**config.mk**
```make
export PLATFORM = sky130hd
export DESIGN_NAME = sliding_window_ack_tracker_top
export DESIGN_NICKNAME = d
export VERILOG_FILES = /design/src/rtl/swat_pkg.sv /design/src/rtl/sliding_window_ack_tracker_top.sv /design/src/rtl/swat_cell.sv
export SDC_FILE = /design/constraint.sdc
export NUM_CORES = 2
export LEC_CHECK = 0
export BUFFER_PORTS_ARGS = -buffer_cell sky130_fd_sc_hd__buf_2
export CAP_MARGIN = 40
export CORE_MARGIN = 2
export CORE_UTILIZATION = 37
export CTS_BUF_LIST = sky130_fd_sc_hd__clkbuf_4
export DETAILED_ROUTE_END_ITERATION = 8
export SETUP_SLACK_MARGIN = 0.4
export SYNTH_ARGS = -nofsm -noshare
export SYNTH_HDL_FRONTEND = slang
export SYNTH_SLANG_ARGS = --single-unit
```
**constraint.sdc**
```tcl
create_clock -name aclk -period 3.37 [get_ports aclk]
set_input_delay 0.337 -clock aclk [delete_from_list [all_inputs] [get_ports aclk]]
set_output_delay 0.337 -clock aclk [all_outputs]
set_load 0.05 [all_outputs]
```
**src/rtl/swat_pkg.sv**
```systemverilog
// ----------------------------------------------------------------------------
// swat_pkg: shared types for the sliding window acknowledge tracker
// Slot chain token, broadcast command and slot update codes.
// ----------------------------------------------------------------------------
`default_nettype none

package swat_pkg;

    localparam int unsigned DefaultWindow  = 8;
    localparam int unsigned DefaultInitSeq = 0;

    // Accumulator width in the token, sized for the largest window (64 slots)
    localparam int unsigned AccW = 7;

    typedef enum logic [3:0] {
        OP_NONE,
        OP_SEND_EMPTY,
        OP_SEND_ACKED,
        OP_ACK_UPTO,
        OP_RESEND,
        OP_RESEND_ONLY,
        OP_ACK_ONE,
        OP_ACK_FIRST,
        OP_CLEAR
    } slot_op_t;

    typedef enum logic {
        PASS_SCAN,
        PASS_COUNT
    } pass_t;

    // Token handed from cell to cell, one cell per cycle
    typedef struct packed {
        logic            valid;
        pass_t           pass;
        logic            f_used;
        logic            used_acked;
        logic [7:0]      used_tries;
        logic            f_empty;
        logic            f_acked;
        logic            f_unacked;
        logic [AccW-1:0] acc;
        logic            bar;
    } token_t;

    // Broadcast to every cell
    typedef struct packed {
        logic       en;
        slot_op_t   op;
        logic [7:0] seq;
        logic       incl;
        logic       barrier;
        logic [7:0] new_seq;
    } cmd_t;

endpackage

`default_nettype wire

```
**src/rtl/sliding_window_ack_tracker_top.sv**
```systemverilog
// ----------------------------------------------------------------------------
// sliding_window_ack_tracker_top: sender side of a windowed ack/resend protocol
// Tracks in-flight slots in a chain of cells and reports one result per event.
// ----------------------------------------------------------------------------
// Channel   Dir  Contents
// s_*       in   tuser: kind; tdata: seq_in, has_sequence, free_space_in, is_barrier
// m_*       out  tuser: status; tdata: slot window and counter snapshot
// cfg_*     in   resend_limit write
//
// Between transfer and result a token walks the slot chain once to search,
// all slots update together in the apply state, then a second token walks
// the chain to count in-flight slots. One event is in work at a time, so a
// new event is not taken before the previous one has loaded its result; one
// is taken while the previous result waits in the output register on m_tready,
// and its own result holds in S_DONE until that register drains.
// Synchronous active-low reset empties all slots and zeroes the counters.
// ----------------------------------------------------------------------------
`default_nettype none

module sliding_window_ack_tracker_top #(
    parameter int unsigned WINDOW           = swat_pkg::DefaultWindow,
    parameter int unsigned INITIAL_SEQUENCE = swat_pkg::DefaultInitSeq
) (
    input  wire logic         aclk,
    input  wire logic         aresetn,
    input  wire logic         s_tvalid,
    output logic              s_tready,
    input  wire logic [23:0]  s_tdata,  // seq_in, has_sequence, free_space_in, is_barrier
    input  wire logic [3:0]   s_tuser,  // kind
    output logic              m_tvalid,
    input  wire logic         m_tready,
    output logic [151:0]      m_tdata,  // seq_out, inflight_count, pending_barrier,
                                        // space_known, space_left, resend_active,
                                        // acks, rejects, resends, sends totals
    output logic [2:0]        m_tuser,  // status
    input  wire logic         cfg_wr_en,
    input  wire logic [7:0]   cfg_wr_data
);
    import swat_pkg::*;

    localparam logic [3:0] KIND_SEND    = 4'd0;
    localparam logic [3:0] KIND_SYNC_O  = 4'd1;
    localparam logic [3:0] KIND_SYNC_R  = 4'd2;
    localparam logic [3:0] KIND_SYNC_Q  = 4'd3;
    localparam logic [3:0] KIND_BAD_CRC = 4'd4;
    localparam logic [3:0] KIND_PROTO   = 4'd5;
    localparam logic [3:0] KIND_RESEND  = 4'd6;
    localparam logic [3:0] KIND_OK      = 4'd7;
    localparam logic [3:0] KIND_ERROR   = 4'd8;
    localparam logic [3:0] KIND_CLEAR   = 4'd10;
    localparam logic [3:0] KIND_RESYNC  = 4'd11;

    localparam logic [2:0] ST_IGNORED  = 3'd0;
    localparam logic [2:0] ST_HANDLED  = 3'd1;
    localparam logic [2:0] ST_RESEND   = 3'd2;
    localparam logic [2:0] ST_LIMIT    = 3'd3;
    localparam logic [2:0] ST_EXPECTED = 3'd4;
    localparam logic [2:0] ST_ERROR    = 3'd5;
    localparam logic [2:0] ST_SENT     = 3'd6;
    localparam logic [2:0] ST_FULL     = 3'd7;

    typedef enum logic [2:0] {
        S_IDLE,
        S_SCAN_GO,
        S_SCAN_WAIT,
        S_APPLY,
        S_COUNT_GO,
        S_COUNT_WAIT,
        S_DONE
    } state_t;

    state_t      state_reg;
    logic [3:0]  kind_reg;
    logic [7:0]  seq_in_reg;
    logic        has_seq_reg;
    logic [7:0]  space_in_reg;
    logic        barrier_in_reg;
    token_t      scan_reg;
    logic [2:0]  status_reg, status_next;
    logic [7:0]  seq_out_reg, seq_out_next;
    logic [3:0]  inflight_reg;
    logic        pend_bar_reg;
    logic [7:0]  next_seq_reg, next_seq_next;
    logic [7:0]  expected_reg, expected_next;
    logic        resend_flag_reg, resend_flag_next;
    logic [7:0]  rx_space_reg, rx_space_next;
    logic        rx_valid_reg, rx_valid_next;
    logic [31:0] acks_reg, acks_next;
    logic [31:0] rejects_reg, rejects_next;
    logic [31:0] resends_reg, resends_next;
    logic [31:0] sends_reg, sends_next;
    logic [7:0]  limit_reg;

    cmd_t        cmd;
    token_t      tok_head;
    token_t      chain [WINDOW];
    token_t      tok_tail;
    logic        pending_hit;
    logic [7:0]  tries_new;
    logic        out_load;

    assign tok_tail = chain[WINDOW-1];

    always_comb begin
        tok_head       = '0;
        tok_head.valid = (state_reg == S_SCAN_GO) || (state_reg == S_COUNT_GO);
        tok_head.pass  = (state_reg == S_COUNT_GO) ? PASS_COUNT : PASS_SCAN;
    end

    genvar g;
    generate
        for (g = 0; g < WINDOW; g++) begin : g_cell
            swat_cell #(.WINDOW(WINDOW)) u_cell (
                .aclk    (aclk),
                .aresetn (aresetn),
                .cmd     (cmd),
                .tok_in  ((g == 0) ? tok_head : chain[(g == 0) ? 0 : g-1]),
                .tok_out (chain[g])
            );
        end
    endgenerate

    assign pending_hit = scan_reg.f_used && !scan_reg.used_acked;
    assign tries_new   = (scan_reg.used_tries == 8'hFF) ? scan_reg.used_tries
                                                        : scan_reg.used_tries + 8'd1;

    // Event decode: evaluated in the apply cycle from the search results
    always_comb begin
        cmd              = '0;
        cmd.op           = OP_NONE;
        cmd.seq          = seq_in_reg;
        cmd.incl         = (kind_reg == KIND_SYNC_O);
        cmd.barrier      = barrier_in_reg;
        cmd.new_seq      = next_seq_reg;
        status_next      = ST_IGNORED;
        seq_out_next     = '0;
        next_seq_next    = next_seq_reg;
        expected_next    = expected_reg;
        resend_flag_next = resend_flag_reg;
        rx_space_next    = rx_space_reg;
        rx_valid_next    = rx_valid_reg;
        acks_next        = acks_reg;
        rejects_next     = rejects_reg;
        resends_next     = resends_reg;
        sends_next       = sends_reg;
        unique case (kind_reg)
            KIND_SEND: begin
                if ((rx_valid_reg && rx_space_reg == 8'd0) ||
                    !(scan_reg.f_empty || scan_reg.f_acked)) begin
                    status_next = ST_FULL;
                end else begin
                    cmd.op        = scan_reg.f_empty ? OP_SEND_EMPTY : OP_SEND_ACKED;
                    seq_out_next  = next_seq_reg;
                    next_seq_next = next_seq_reg + 8'd1;
                    if (rx_valid_reg && rx_space_reg != 8'd0)
                        rx_space_next = rx_space_reg - 8'd1;
                    sends_next  = sends_reg + 32'd1;
                    status_next = ST_SENT;
                end
            end
            KIND_SYNC_O, KIND_SYNC_R, KIND_SYNC_Q: begin
                rx_space_next = space_in_reg;
                rx_valid_next = 1'b1;
                if (kind_reg == KIND_SYNC_O) begin
                    resend_flag_next = 1'b0;
                    if (scan_reg.f_used) begin
                        cmd.op      = OP_ACK_UPTO;
                        acks_next   = acks_reg + 32'(scan_reg.acc);
                        status_next = ST_HANDLED;
                    end
                end else if (kind_reg == KIND_SYNC_R) begin
                    if (!pending_hit) begin
                        rejects_next = rejects_reg + 32'd1;
                    end else if (!resend_flag_reg) begin
                        cmd.op           = OP_RESEND;
                        acks_next        = acks_reg + 32'(scan_reg.acc);
                        resends_next     = resends_reg + 32'd1;
                        rejects_next     = rejects_reg + 32'd1;
                        resend_flag_next = 1'b1;
                        seq_out_next     = seq_in_reg;
                        status_next      = (tries_new > limit_reg) ? ST_LIMIT : ST_RESEND;
                    end
                end
            end
            KIND_BAD_CRC, KIND_ERROR: begin
                rejects_next = rejects_reg + 32'd1;
                status_next  = ST_ERROR;
            end
            KIND_PROTO: begin
                expected_next = seq_in_reg;
                rejects_next  = rejects_reg + 32'd1;
                status_next   = ST_EXPECTED;
            end
            KIND_RESEND: begin
                if (!resend_flag_reg) begin
                    if (!has_seq_reg) begin
                        rejects_next = rejects_reg + 32'd1;
                        status_next  = ST_HANDLED;
                    end else if (!pending_hit) begin
                        rejects_next = rejects_reg + 32'd1;
                    end else begin
                        cmd.op           = OP_RESEND_ONLY;
                        resends_next     = resends_reg + 32'd1;
                        rejects_next     = rejects_reg + 32'd1;
                        resend_flag_next = 1'b1;
                        seq_out_next     = seq_in_reg;
                        status_next      = (tries_new > limit_reg) ? ST_LIMIT : ST_RESEND;
                    end
                end
            end
            KIND_OK: begin
                if (has_seq_reg) begin
                    if (scan_reg.f_used) begin
                        cmd.op    = OP_ACK_ONE;
                        acks_next = acks_reg + 32'd1;
                    end
                end else if (scan_reg.f_unacked) begin
                    cmd.op    = OP_ACK_FIRST;
                    acks_next = acks_reg + 32'd1;
                end
                status_next = ST_HANDLED;
            end
            KIND_CLEAR, KIND_RESYNC: begin
                cmd.op        = OP_CLEAR;
                rx_space_next = '0;
                rx_valid_next = 1'b0;
                if (kind_reg == KIND_RESYNC) begin
                    next_seq_next    = expected_reg;
                    resend_flag_next = 1'b0;
                end
                status_next = ST_HANDLED;
            end
            default: ;
        endcase
        cmd.en = (state_reg == S_APPLY);
    end

    // load the output register once the previous result has left
    assign out_load = (state_reg == S_DONE) && (!m_tvalid || m_tready);

    always_ff @(posedge aclk) begin
        if (!aresetn) begin
            state_reg       <= S_IDLE;
            m_tvalid        <= 1'b0;
            m_tdata         <= '0;
            m_tuser         <= '0;
            next_seq_reg    <= 8'(INITIAL_SEQUENCE);
            expected_reg    <= '0;
            resend_flag_reg <= 1'b0;
            rx_space_reg    <= '0;
            rx_valid_reg    <= 1'b0;
            acks_reg        <= '0;
            rejects_reg     <= '0;
            resends_reg     <= '0;
            sends_reg       <= '0;
            limit_reg       <= 8'd3;
        end else begin
            if (cfg_wr_en) limit_reg <= cfg_wr_data;
            if (out_load) begin
                m_tvalid <= 1'b1;
                m_tuser  <= status_reg;
                m_tdata  <= {1'b0, sends_reg, resends_reg, rejects_reg, acks_reg,
                             resend_flag_reg, rx_space_reg, rx_valid_reg, pend_bar_reg,
                             inflight_reg, seq_out_reg};
            end else if (m_tready) begin
                m_tvalid <= 1'b0;
            end
            unique case (state_reg)
                S_IDLE: begin
                    if (s_tvalid) begin
                        kind_reg       <= s_tuser;
                        seq_in_reg     <= s_tdata[7:0];
                        has_seq_reg    <= s_tdata[8];
                        space_in_reg   <= s_tdata[16:9];
                        barrier_in_reg <= s_tdata[17];
                        state_reg      <= S_SCAN_GO;
                    end
                end
                S_SCAN_GO: state_reg <= S_SCAN_WAIT;
                S_SCAN_WAIT: begin
                    if (tok_tail.valid) begin
                        scan_reg  <= tok_tail;
                        state_reg <= S_APPLY;
                    end
                end
                S_APPLY: begin
                    status_reg      <= status_next;
                    seq_out_reg     <= seq_out_next;
                    next_seq_reg    <= next_seq_next;
                    expected_reg    <= expected_next;
                    resend_flag_reg <= resend_flag_next;
                    rx_space_reg    <= rx_space_next;
                    rx_valid_reg    <= rx_valid_next;
                    acks_reg        <= acks_next;
                    rejects_reg     <= rejects_next;
                    resends_reg     <= resends_next;
                    sends_reg       <= sends_next;
                    state_reg       <= S_COUNT_GO;
                end
                S_COUNT_GO: state_reg <= S_COUNT_WAIT;
                S_COUNT_WAIT: begin
                    if (tok_tail.valid) begin
                        // saturate the in-flight count at 15
                        inflight_reg <= (tok_tail.acc > AccW'(15)) ? 4'hF
                                                                   : tok_tail.acc[3:0];
                        pend_bar_reg <= tok_tail.bar;
                        state_reg    <= S_DONE;
                    end
                end
                S_DONE: begin
                    // hold until the result register is free
                    if (out_load) state_reg <= S_IDLE;
                end
                default: state_reg <= S_IDLE;
            endcase
        end
    end

    assign s_tready = (state_reg == S_IDLE);

endmodule

`default_nettype wire

```
**src/rtl/swat_cell.sv**
```systemverilog
// ----------------------------------------------------------------------------
// swat_cell: one window slot
// Holds one slot, evaluates the passing token and applies broadcast updates.
// ----------------------------------------------------------------------------
`default_nettype none

module swat_cell #(
    parameter int unsigned WINDOW = swat_pkg::DefaultWindow
) (
    input  wire logic             aclk,
    input  wire logic             aresetn,
    input  wire swat_pkg::cmd_t   cmd,
    input  wire swat_pkg::token_t tok_in,
    output swat_pkg::token_t      tok_out
);
    import swat_pkg::*;

    logic [7:0] seq_reg;
    logic       used_reg;
    logic       acked_reg;
    logic       bar_reg;
    logic [7:0] tries_reg;
    logic       sel_used_reg;
    logic       sel_empty_reg;
    logic       sel_acked_reg;
    logic       sel_unacked_reg;
    token_t     tok_reg;
    token_t     tok_next;

    logic       match;
    logic       pending;
    logic [7:0] diff;
    logic       in_range;
    logic       upto_hit;
    logic [7:0] tries_inc;

    assign match     = used_reg && (seq_reg == cmd.seq);
    assign pending   = used_reg && !acked_reg;
    assign diff      = cmd.seq - seq_reg;
    assign in_range  = {1'b0, diff} < 9'(WINDOW);
    assign upto_hit  = pending && ((seq_reg == cmd.seq) ? cmd.incl : in_range);
    assign tries_inc = (tries_reg == 8'hFF) ? tries_reg : tries_reg + 8'd1;

    always_comb begin
        tok_next = tok_in;
        if (tok_in.pass == PASS_SCAN) begin
            if (match && !tok_in.f_used) begin
                tok_next.f_used     = 1'b1;
                tok_next.used_acked = acked_reg;
                tok_next.used_tries = tries_reg;
            end
            if (!used_reg) tok_next.f_empty = 1'b1;
            if (acked_reg) tok_next.f_acked = 1'b1;
            if (pending)   tok_next.f_unacked = 1'b1;
            tok_next.acc = tok_in.acc + AccW'(upto_hit);
        end else begin
            tok_next.acc = tok_in.acc + AccW'(pending);
            tok_next.bar = tok_in.bar | (pending & bar_reg);
        end
    end

    always_ff @(posedge aclk) begin
        if (!aresetn) begin
            seq_reg         <= '0;
            used_reg        <= 1'b0;
            acked_reg       <= 1'b0;
            bar_reg         <= 1'b0;
            tries_reg       <= '0;
            sel_used_reg    <= 1'b0;
            sel_empty_reg   <= 1'b0;
            sel_acked_reg   <= 1'b0;
            sel_unacked_reg <= 1'b0;
            tok_reg         <= '0;
        end else begin
            tok_reg <= tok_next;
            if (tok_in.valid && tok_in.pass == PASS_SCAN) begin
                sel_used_reg    <= match && !tok_in.f_used;
                sel_empty_reg   <= !used_reg && !tok_in.f_empty;
                sel_acked_reg   <= acked_reg && !tok_in.f_acked;
                sel_unacked_reg <= pending && !tok_in.f_unacked;
            end
            if (cmd.en) begin
                unique case (cmd.op)
                    OP_SEND_EMPTY, OP_SEND_ACKED: begin
                        if ((cmd.op == OP_SEND_EMPTY) ? sel_empty_reg : sel_acked_reg) begin
                            seq_reg   <= cmd.new_seq;
                            used_reg  <= 1'b1;
                            acked_reg <= 1'b0;
                            bar_reg   <= cmd.barrier;
                            tries_reg <= '0;
                        end
                    end
                    OP_ACK_UPTO: begin
                        if (upto_hit) acked_reg <= 1'b1;
                    end
                    OP_RESEND: begin
                        if (upto_hit) acked_reg <= 1'b1;
                        if (sel_used_reg) tries_reg <= tries_inc;
                    end
                    OP_RESEND_ONLY: begin
                        if (sel_used_reg) tries_reg <= tries_inc;
                    end
                    OP_ACK_ONE: begin
                        if (sel_used_reg) acked_reg <= 1'b1;
                    end
                    OP_ACK_FIRST: begin
                        if (sel_unacked_reg) acked_reg <= 1'b1;
                    end
                    OP_CLEAR: begin
                        seq_reg   <= '0;
                        used_reg  <= 1'b0;
                        acked_reg <= 1'b0;
                        bar_reg   <= 1'b0;
                        tries_reg <= '0;
                    end
                    default: ;
                endcase
            end
        end
    end

    assign tok_out = tok_reg;

endmodule

`default_nettype wire
```
==> out/qor.csv <==
metric,value,unit
status,"complete, no violations",
gate count of the mapped netlist,3588,
CP top delay family,simple AND/OR/NAND/NOR gates,
Root Driver,clkbuf_4,
"Top FF cell, synth",dfxtp_1,
setup_tns,0,ps
worst r2r src,seq_in_reg[4],
Routed WL,83000,µm
number of flip-flops in the largest register,162,
Mapped Nets,3729,
Bufs on Longest Clock Path,3,
worst r2r path cells,14,
first-pass GRT wire length,132900,µm
Bufs and invs on worst path,2,
nets@finish,4108,
gpl congestion,0.8463,
DRC Markers,0,
CTS tree,built,
Placed Instances,4848,
Critical Path Start Type,flip-flop,
Tcrit/Tclk final,89.72,%
CP Max Fanout,9,
Crit Reg-Reg Endpoint,g_cell[5].u_cell.tok_out[5],
crit path launch,seq_in_reg[4],
fillers,8627,
die width,300.0,µm
"Area growth, synth to finish",19.66,%
Pint,0.01297,W
worst-margin pin slew,838.5,ps
Tot GR Track Use,18.16,%
"Slew Viols, Final",0,
#FFs+latches synth,724,
Detailed Place HPWL,56500,µm
post-synthesis instance area,32410,µm²
worst path cell trace,buf_4 -> buf_8 -> ha_4 -> or4b_2 -> a21oi_2 -> o22ai_1 -> nor2_1 -> a211oi_1 -> nor2_1 -> ha_2 -> ha_4 -> nand3_1 -> xnor2_1 -> and2_1,
depth of the CTS H-tree,4,
Vias,26230,
vias in the first global route,25480,
final hold violation count,0,
cell depth of the worst setup path,14,
IR Drop Worst-Case VDD,0.2878,mV
post-synthesis sequential area ratio,46.51,%
Logic pwr share,4.4,%
Fmax,0.3307,GHz
sequential power share,51.2,%
drt first-iter violations,1444,
Layout Cells excl Fill,5280,
Yosys cell types,83,
Arrival @ worst endpoint,3940,ps
Worst Path Required,4290,ps
Critical Path End,g_cell[5].u_cell.tok_out[5],
DRT Pass-1 Iters,5,
port buffer count,190,
initial antenna violation count,4,
P_leak,14.80,nW
Die Footprint,89990,µm²
WL/cell,15.72,µm
Final ANT Viol Nets,0,
Sw Share,23.85,%
Clk network pwr share,44.3,%
Worst Setup End Kind,flip-flop,
P per Cell Area,439.2,nW/µm²
clk_lat worst skew,1040,ps
Hold Crit Class,primary input to flip-flop,
Avg Inst Size Synth,9.034,µm²
Final Setup Violations,0,
Initial Util,37.36,%
Setup CP Type,flip-flop to flip-flop,
Die Ht,300.0,µm
asr flop ratio synth,0,%
remaining global-route overflow,0,
"setup slack, reg-to-reg",350,ps
crit-path max cell delay,680,ps
clk sinks,724,
"Max stage delay cell, worst path",or4b_2,
Post-synth EDFFs,58,
unrepaired setup endpoints after global routing,yes,
CTS Buf Count,188,
vias per cell,4.967,
num rows,108,
Hold Crit Start,s_tdata[6],
pin count of the biggest net entering global routing,152,
Clock Pin Slew Worst Setup and Hold Paths,60,ps
Sw Pwr,0.004063,W
Top Ports,198,
Final Critical Period,3024,ps
share of layout cells above drive strength 1,17.02,%
core area,86750,µm²
Max-Cap Viols,0,
skew final,64.02,ps
yosys synthesis warning count,0,
Rel. slew slack,43.67,%
==> what timing repair did <==
| action | CTS | global route |
|---|---|---|
| endpoints found under the hold margin | 367 | 0 |
| pin swaps | 1 | 30 |
| buffers inserted | 5 | 14 |
| gates resized for setup | 13 | 73 |
| hold buffers | 64 | 0 |
| gates cloned | 0 | 1 |
| setup endpoints to repair | 40 | 78 |
==> through the flow <==
stage          setup WS, ps  utilization [%]  power (W)  instance area, µm²  hold slack (ps)
3_3_place_gp          233.2            40.41   0.009556               35050            386.5
3_5_place_dp          169.0            40.47   0.009567               35110            392.1
4_1_cts               356.8            44.13    0.01730               38280           0.3112
6_report              346.4            44.71    0.01704               38790            107.5
5_1_grt               207.7            44.71    0.01788               38780            3.923
2_1_floorplan         429.0                -   0.009351               32430            385.5
==> cell families (layout without fill, tap and decap cells) <==
group / Yosys count / count (layout) / share of synthesized area (%)
compound gates: 663 / 663 / 13.83
buf+inv: 290 / 820 / 3.478
flops: 724 / 724 / 46.51
other cells: 1 / 7 / 0.01157
simple gates: 1535 / 1536 / 24.28
fa+ha+maj: 100 / 100 / 3.883
xor+xnor: 125 / 125 / 3.378
mux: 150 / 150 / 4.636
==> cell type report <==
cell class,count,area (µm²),share of cell area [%]
Sequential cell,724,15070,38.87
Inverter,104,390.4,1.006
Timing Repair Buffer,374,2746,7.081
Clock inverter,57,279.0,0.7194
Antenna cell,6,15.01,0.03871
Multi-Input combinational cell,2575,16700,43.05
Clock buffer,285,2140,5.516
Tap cell,1155,1445,3.726
==> per-layer routing <==
metal	up-vias	routed length, µm	track usage (%)
li1	13280	-	-
met1	12200	38480	23.55
met2	595	37530	28.84
met3	158	4466	4.509
met4	0	2522	7.488
met5	-	0	0
==> synth_stat cells, types with 5 or more instances <==
master,n,area share [%]
a211oi_1,6,0.14
a21boi_0,196,4.5
a21boi_1,21,0.49
a21o_1,6,0.14
a21oi_1,84,1.3
a22o_1,9,0.24
a22oi_1,12,0.28
a2bb2oi_1,5,0.14
a31oi_1,16,0.31
and2_1,158,3.0
and3_1,62,1.2
and4_1,11,0.30
buf_1,15,0.17
buf_2,13,0.20
buf_4,6,0.14
clkbuf_1,152,1.8
dfxtp_1,666,41
edfxtp_1,58,5.4
ha_1,99,3.8
inv_1,104,1.2
mux2i_1,149,4.6
nand2_1,524,6.1
nand2b_1,38,0.73
nand3_1,157,2.4
nand3b_1,6,0.14
nand4_1,39,0.75
nor2_1,127,1.5
nor2b_1,229,4.4
nor3_1,60,0.93
nor3b_1,22,0.51
nor4_1,17,0.33
o211a_1,7,0.22
o211ai_1,22,0.51
o21a_1,46,1.1
o21ai_0,78,1.2
o21ai_1,69,1.1
o22ai_1,14,0.27
o31ai_1,24,0.56
or3_1,46,0.89
or4_1,10,0.23
xnor2_1,75,2.0
xor2_1,50,1.4
==> worst min-delay path by stage <==
stage          depth (start not counted)             to
2_1_floorplan                          0   pend_bar_reg
3_3_place_gp                           0    scan_reg[8]
3_5_place_dp                           0   scan_reg[12]
4_1_cts                                2  seq_in_reg[6]
5_1_grt                                2  seq_in_reg[6]
6_report                               2  seq_in_reg[6]
==> cell usage in the layout, fill, tap and decap left out, types with 77 or more instances in the layout <==
cell type	Yosys	final
a21oi_1	84	77
buf_2	13	189
and2_1	158	158
dfxtp_1	666	666
buf_4	6	95
inv_1	104	104
mux2i_1	149	149
nand3_1	157	153
nor2b_1	229	228
ha_1	99	79
nor2_1	127	124
nand2_1	524	521
a21boi_0	196	195
clkbuf_4	0	285
==> power by group through the flow <==
stage                     Clock (W)  Sequential [W]  Combinational [W]
after floorplan                   0         0.00892           0.000434
final                       0.00755         0.00873           0.000754
after CTS                   0.00786         0.00873           0.000720
after global routing        0.00834         0.00873           0.000819
after detailed placement          0         0.00892           0.000646
after global placement            0         0.00892           0.000636
Note: power is estimated with default switching activity, not from simulation.
